$ cat src/design/bsmh_pkg.sv
// Package for the byte stream mix hash: widths, constants and controller-to-datapath command type.
package bsmh_pkg;

  localparam int unsigned HASH_W = 32;
  localparam int unsigned BYTE_W = 7;
  localparam int unsigned POS_W  = 4;

  localparam logic [HASH_W-1:0] INIT_HASH = 32'h1234_5678;
  localparam logic [HASH_W-1:0] MIX_MUL_A = 32'h85eb_ca6b;
  localparam logic [HASH_W-1:0] MIX_MUL_B = 32'hc2b2_ae35;

  // First 16 SHA-256 round constants, picked by position
  localparam logic [HASH_W-1:0] ROUND_WORDS [16] = '{
    32'h428a_2f98, 32'h7137_4491, 32'hb5c0_fbcf, 32'he9b5_dba5,
    32'h3956_c25b, 32'h59f1_11f1, 32'h923f_82a4, 32'hab1c_5ed5,
    32'hd807_aa98, 32'h1283_5b01, 32'h2431_85be, 32'h550c_7dc3,
    32'h72be_5d74, 32'h80de_b1fe, 32'h9bdc_06a7, 32'hc19b_f174
  };

  // Commands from controller to datapath
  typedef struct packed {
    logic absorb;    // fold the input byte into the running hash
    logic fin_mul_a; // xorshift 16, multiply A; reset running state
    logic fin_mul_b; // xorshift 13, multiply B
    logic load_out;  // xorshift 16 into the output register
  } dp_cmd_t;

endpackage

$ cat src/design/byte_stream_mix_hash.sv
// Top level of the byte stream mix hash: controller and datapath.
// Hashes a string that arrives one 7-bit character per word. A word without
// last is absorbed as it is accepted. A word with last is accepted, then
// passes two registered 32x32 multiply steps of the fmix32 finalizer and one
// output step. in_stall_o is high through these steps after the accept, and
// longer while the previous hash still waits in the output register. The
// 32-bit hash is then held in the output register until taken, while the next
// string's words are already accepted. A word with byte_present low only
// finalizes (if last).
module byte_stream_mix_hash (
  input  logic                        clk_i,
  input  logic                        rst_ni,
  input  logic                        in_valid_i,
  output logic                        in_stall_o,
  input  logic [bsmh_pkg::BYTE_W-1:0] data_byte_i,
  input  logic                        byte_present_i,
  input  logic                        last_i,
  output logic                        out_valid_o,
  input  logic                        out_stall_i,
  output logic [bsmh_pkg::HASH_W-1:0] hash_value_o
);
  import bsmh_pkg::*;

  dp_cmd_t cmd;

  bsmh_ctrl u_ctrl (
    .clk_i          (clk_i),
    .rst_ni         (rst_ni),
    .in_valid_i     (in_valid_i),
    .in_stall_o     (in_stall_o),
    .byte_present_i (byte_present_i),
    .last_i         (last_i),
    .out_valid_o    (out_valid_o),
    .out_stall_i    (out_stall_i),
    .cmd_o          (cmd)
  );

  bsmh_dp u_dp (
    .clk_i        (clk_i),
    .rst_ni       (rst_ni),
    .cmd_i        (cmd),
    .data_byte_i  (data_byte_i),
    .hash_value_o (hash_value_o)
  );

endmodule

$ cat src/design/bsmh_dp.sv
// Datapath of the byte stream mix hash: running state, finalizer and output register.
module bsmh_dp (
  input  logic                          clk_i,
  input  logic                          rst_ni,
  input  bsmh_pkg::dp_cmd_t             cmd_i,
  input  logic [bsmh_pkg::BYTE_W-1:0]   data_byte_i,
  output logic [bsmh_pkg::HASH_W-1:0]   hash_value_o
);
  import bsmh_pkg::*;

  logic [HASH_W-1:0] hash_q, hash_d;
  logic [POS_W-1:0]  pos_q, pos_d;
  logic [HASH_W-1:0] work_q, work_d;
  logic [HASH_W-1:0] out_q, out_d;

  logic [HASH_W-1:0] mixed;
  logic [HASH_W-1:0] xs16_hash;
  logic [HASH_W-1:0] xs13_work;

  // One absorb step: xor shifted byte, rotate left 5, xor round word
  always_comb begin
    mixed = hash_q ^ (HASH_W'(data_byte_i) << {pos_q[1:0], 3'b000});
    mixed = {mixed[HASH_W-6:0], mixed[HASH_W-1:HASH_W-5]};
    mixed = mixed ^ ROUND_WORDS[pos_q];
  end

  assign xs16_hash = hash_q ^ (hash_q >> 16);
  assign xs13_work = work_q ^ (work_q >> 13);

  // Next state of running hash, position, finalizer work word and output word
  always_comb begin
    hash_d = hash_q;
    pos_d  = pos_q;
    work_d = work_q;
    out_d  = out_q;
    if (cmd_i.absorb) begin
      hash_d = mixed;
      pos_d  = pos_q + POS_W'(1);
    end
    if (cmd_i.fin_mul_a) begin
      work_d = xs16_hash * MIX_MUL_A;
      hash_d = INIT_HASH;
      pos_d  = '0;
    end
    if (cmd_i.fin_mul_b) begin
      work_d = xs13_work * MIX_MUL_B;
    end
    if (cmd_i.load_out) begin
      out_d = work_q ^ (work_q >> 16);
    end
  end

  // Running state resets; work and output words are payload
  always_ff @(posedge clk_i or negedge rst_ni) begin
    if (!rst_ni) begin
      hash_q <= INIT_HASH;
      pos_q  <= '0;
    end else begin
      hash_q <= hash_d;
      pos_q  <= pos_d;
    end
  end

  always_ff @(posedge clk_i) begin
    work_q <= work_d;
    out_q  <= out_d;
  end

  assign hash_value_o = out_q;

endmodule

$ cat src/design/bsmh_ctrl.sv
// Controller of the byte stream mix hash: input handshake, finalizer sequencing, output valid.
module bsmh_ctrl (
  input  logic              clk_i,
  input  logic              rst_ni,
  input  logic              in_valid_i,
  output logic              in_stall_o,
  input  logic              byte_present_i,
  input  logic              last_i,
  output logic              out_valid_o,
  input  logic              out_stall_i,
  output bsmh_pkg::dp_cmd_t cmd_o
);
  import bsmh_pkg::*;

  typedef enum logic [1:0] {
    ST_IDLE,
    ST_MULA,
    ST_MULB,
    ST_FIN
  } state_e;

  state_e state_q, state_d;
  logic   out_valid_q, out_valid_d;
  logic   in_acc;
  logic   out_free;

  assign in_stall_o = (state_q != ST_IDLE);
  assign in_acc     = in_valid_i && !in_stall_o;
  assign out_free   = !out_valid_q || !out_stall_i;

  // Next state and datapath commands
  always_comb begin
    state_d          = state_q;
    out_valid_d      = out_valid_q && out_stall_i;
    cmd_o            = '0;
    cmd_o.absorb     = in_acc && byte_present_i;
    unique case (state_q)
      ST_IDLE: begin
        if (in_acc && last_i) begin
          state_d = ST_MULA;
        end
      end
      ST_MULA: begin
        cmd_o.fin_mul_a = 1'b1;
        state_d         = ST_MULB;
      end
      ST_MULB: begin
        cmd_o.fin_mul_b = 1'b1;
        state_d         = ST_FIN;
      end
      ST_FIN: begin
        if (out_free) begin
          cmd_o.load_out = 1'b1;
          out_valid_d    = 1'b1;
          state_d        = ST_IDLE;
        end
      end
      default: state_d = ST_IDLE;
    endcase
  end

  always_ff @(posedge clk_i or negedge rst_ni) begin
    if (!rst_ni) begin
      state_q     <= ST_IDLE;
      out_valid_q <= 1'b0;
    end else begin
      state_q     <= state_d;
      out_valid_q <= out_valid_d;
    end
  end

  assign out_valid_o = out_valid_q;

  // A last word starts the finalizer and blocks input next cycle
  a_last_blocks: assert property (@(posedge clk_i) disable iff (!rst_ni)
    (in_valid_i && !in_stall_o && last_i) |=> (state_q == ST_MULA))
    else $error("last word did not start finalization");

  // The two multiply steps follow each other
  a_mul_order: assert property (@(posedge clk_i) disable iff (!rst_ni)
    (state_q == ST_MULA) |=> (state_q == ST_MULB))
    else $error("multiply B did not follow multiply A");

  // A new result appears only out of the final step
  a_out_source: assert property (@(posedge clk_i) disable iff (!rst_ni)
    $rose(out_valid_q) |-> $past(state_q == ST_FIN))
    else $error("output valid rose outside the final step");

  // The output register is never overwritten while stalled
  a_no_overwrite: assert property (@(posedge clk_i) disable iff (!rst_ni)
    cmd_o.load_out |-> out_free)
    else $error("result overwritten while waiting");

endmodule

$ cat config.mk
export PLATFORM = sky130hd
export DESIGN_NAME = byte_stream_mix_hash
export DESIGN_NICKNAME = d
export VERILOG_FILES = /design/src/design/bsmh_pkg.sv /design/src/design/byte_stream_mix_hash.sv /design/src/design/bsmh_dp.sv /design/src/design/bsmh_ctrl.sv
export SDC_FILE = /design/constraint.sdc
export NUM_CORES = 1
export LEC_CHECK = 0
export ABC_AREA = 1
export ABC_CLOCK_PERIOD_IN_PS = 11350
export BUFFER_PORTS_ARGS = -buffer_cell sky130_fd_sc_hd__clkbuf_2
export CORE_ASPECT_RATIO = 0.8
export CORE_MARGIN = 5
export CORE_UTILIZATION = 45
export DETAILED_ROUTE_END_ITERATION = 7
export PLACE_DENSITY_LB_ADDON = 0.15
export REMOVE_ABC_BUFFERS = 1
export SLEW_MARGIN = 30
export SYNTH_ARGS = -nofsm -noshare
export SYNTH_HDL_FRONTEND = slang
export SYNTH_SLANG_ARGS = --single-unit
$ cat constraint.sdc
create_clock -name clk_i -period 11.35 [get_ports clk_i]
set_input_delay 3.405 -clock clk_i [delete_from_list [all_inputs] [get_ports clk_i]]
set_output_delay 3.405 -clock clk_i [all_outputs]
set_load 0.01 [all_outputs]
==> results.ini <==
[clocking]
clock_latency_ns = 0.38
h-tree-depth = 3
clock_sinks = 103
postCtsHoldBufs = 0
clockBufferDepth = 2
root_buffer = clkbuf_16
clkTransAtPathRegs_ns = 0.09
tritoncts = done
cts_buffers = 9
cts-resized-gates = 0
postCtsSetupRepairBufs = 0

[grt]
grt_pass1_wl_mm = 121
grt_use_total_pct = 28.6
grt_max_degree = 42
gr-total-overflow = 0
grt_antenna_before_repair = 0
first_global_vias = 18700

[drt]
first_pass_iters = 5
wl_per_cell_um = 23.6
drc = 0
vias = 18100
drt_iter0_drc = 1503
vias_per_cell = 5.25
ant_nets = 0
routed_wl_mm = 81.0

[setup_path]
start_kind = flip-flop
cpMaxStageDelayCell = xnor2_1
path_max_fanout = 8
critPathArrivalTime_ns = 8.36
cpPeakStageDelay_ns = 0.60
crit_type = reg2reg
cp.required_ns = 11.57
end_kind = flip-flop
crit_path_frequent_cell = inv_1

[final_layout]
synthToLayoutAreaGrowth_pct = 6.08
nets = 3525
n_antenna_cell = 0
drive_above_1_share_pct = 4.37

[timing]
skew_ns = 0.0239
fin_crit_sh_pct = 71.7
fin_crit_ns = 8.14
tightest_slew_ns = 1.01
finalSetupTns_ns = 0
finalHoldViolations = 0
final-setup-viol-count = 0
max_freq_mhz = 123
final-max-slew-violation-count = 0
slew_headroom_pct = 32.7
rsz0062_at_grt = no

[synth]
yosysSeqAreaShare_pct = 12.3
yosys_most_used_dff = edfxtp_1
yosys_warnings = 0
synth.top_cell.area_share_pct = 32.8
synth_top_cell_by_area = fa_1
synth-edff-count = 64
synth_area_um2 = 23700
yosys_register_bits = 103
async_flop_share_pct = 37.9
netlist_top_cells_count = inv_1, nand2_1, fa_1
synth.area.top_cells = fa_1, ha_1, inv_1
syn-instance-count = 2693
synth_cell_types = 48
yosysMostFrequentCell = inv_1
syn_avg_cell_area_um2 = 8.82

[place]
port_buffers = 46
place_hpwl_mm = 72.3
routabilityCongestion = 0.987

[die]
die_w_um = 267
initial_core_util_pct = 45.4
io_pins = 47
dieArea_um2 = 57500
core_area_um2 = 52400
core.rowCount = 75
die_y_um = 215

[flow_run]
maxCapViolCount = 0

[min_path]
min_path_type = reg2reg

[outcome]
status = finished, final reports clean

## cell usage in the layout, fill, tap and decap left out, drive strengths merged
| master | n |
|---|---|
| clkbuf | 55 |
| edfxtp | 64 |
| o21ai | 111 |
| dfrtp | 26 |
| dfstp | 13 |
| fa | 389 |
| a31o | 1 |
| o22ai | 23 |
| nand4 | 10 |
| nand2 | 403 |
| inv | 724 |
| nand3 | 89 |
| o211ai | 2 |
| a21o | 12 |
| clkinv | 5 |
| and3 | 1 |
| xnor2 | 48 |
| nand2b | 2 |
| nand3b | 6 |
| a21oi | 99 |
| a221oi | 3 |
| a21boi | 5 |
| a211oi | 1 |
| or2 | 8 |
| nor2 | 129 |
| xor2 | 87 |
| ha | 382 |
| o32ai | 3 |
| o31ai | 4 |
| o21bai | 8 |
| buf | 15 |
| o21a | 3 |
| o22a | 1 |
| nor3 | 11 |
| a31oi | 3 |
## registers in the layout, indices dropped and copies added, names as in the netlist
register,cells
u_ctrl.out_valid_o,1
u_ctrl.state_q,2
u_dp.hash_q,32
u_dp.hash_value_o,32
u_dp.pos_q,4
u_dp.work_q,32
## area by class of cell
cell class | instances | area (um2)
Inverter | 722 | 2710
Clock buffer | 9 | 225
Multi-Input combinational cell | 1844 | 18100
Clock inverter | 7 | 81.3
Timing Repair Buffer | 61 | 343
Sequential cell | 103 | 2910
Fill cell | 5080 | 27200
Tap cell | 693 | 867
## cell families (layout without fill, tap and decap cells)
group                      count (synthesis)  count (layout)  synth area share (%)
AOI/OAI and AO/OA                        279             279                  6.64
xor gates and xnor gates                 135             135                  4.98
adders and majority gates                771             771                  52.9
buffers and inverters                    746             799                  11.8
DFF                                      103             103                  12.3
and+or+nand+nor                          659             659                  11.4
## critical path: cells and delay by family (launching register included)
kind | cells | cell delay (ns)
AO/OA/AOI/OAI | 2 | 0.37
XOR/XNOR | 2 | 0.76
adder cells (fa/ha/maj) | 9 | 4.19
AND/OR/NAND/NOR | 8 | 1.17
flip-flops | 1 | 0.58
buffers and inverters | 7 | 0.88
## worst paths after layout
check                                       startpoint  slack, ns                           to  cells past startpoint
setup / recovery             u_dp.work_q[24]$_DFFE_PP_       3.21    u_dp.work_q[26]$_DFFE_PP_                     28
hold / removal             u_dp.hash_q[12]$_DFFE_PN1P_       0.54  u_dp.hash_q[12]$_DFFE_PN1P_                      2
setup reg to reg             u_dp.work_q[24]$_DFFE_PP_       3.21    u_dp.work_q[26]$_DFFE_PP_                     28
hold reg to reg            u_dp.hash_q[12]$_DFFE_PN1P_       0.54  u_dp.hash_q[12]$_DFFE_PN1P_                      2
max in group asynchronous                       rst_ni       7.86  u_dp.hash_q[28]$_DFFE_PN1P_                      2
min in group asynchronous                       rst_ni       3.08  u_dp.hash_q[24]$_DFFE_PN0P_                      2
## stage by stage
step	setup slack, ns	cells	hold WS [ns]	util, %	area, um2
after floorplan	4.66	2669	0.485	-	23600
after global placement	3.24	3423	0.511	47.5	24900
after detailed placement	3.45	3423	0.516	47.5	24900
after CTS	3.37	3439	0.530	48.1	25200
after global routing	2.86	3439	0.548	48.1	25200
final	3.21	3439	0.536	48.1	25200
## layer usage
layer,wire length [um],global-route usage (%),part of all wire [%],vias to the layer above
met2,29000,35.3,36,677
li1,-,-,-,8384
met4,771,3.04,0.95,2
met1,40600,46.0,50,8954
met5,122,1.52,0.15,-
met3,10500,13.2,13,42
Power is not shown: default switching activity piles up to over one toggle a cycle in this logic, so the estimate is an artifact.
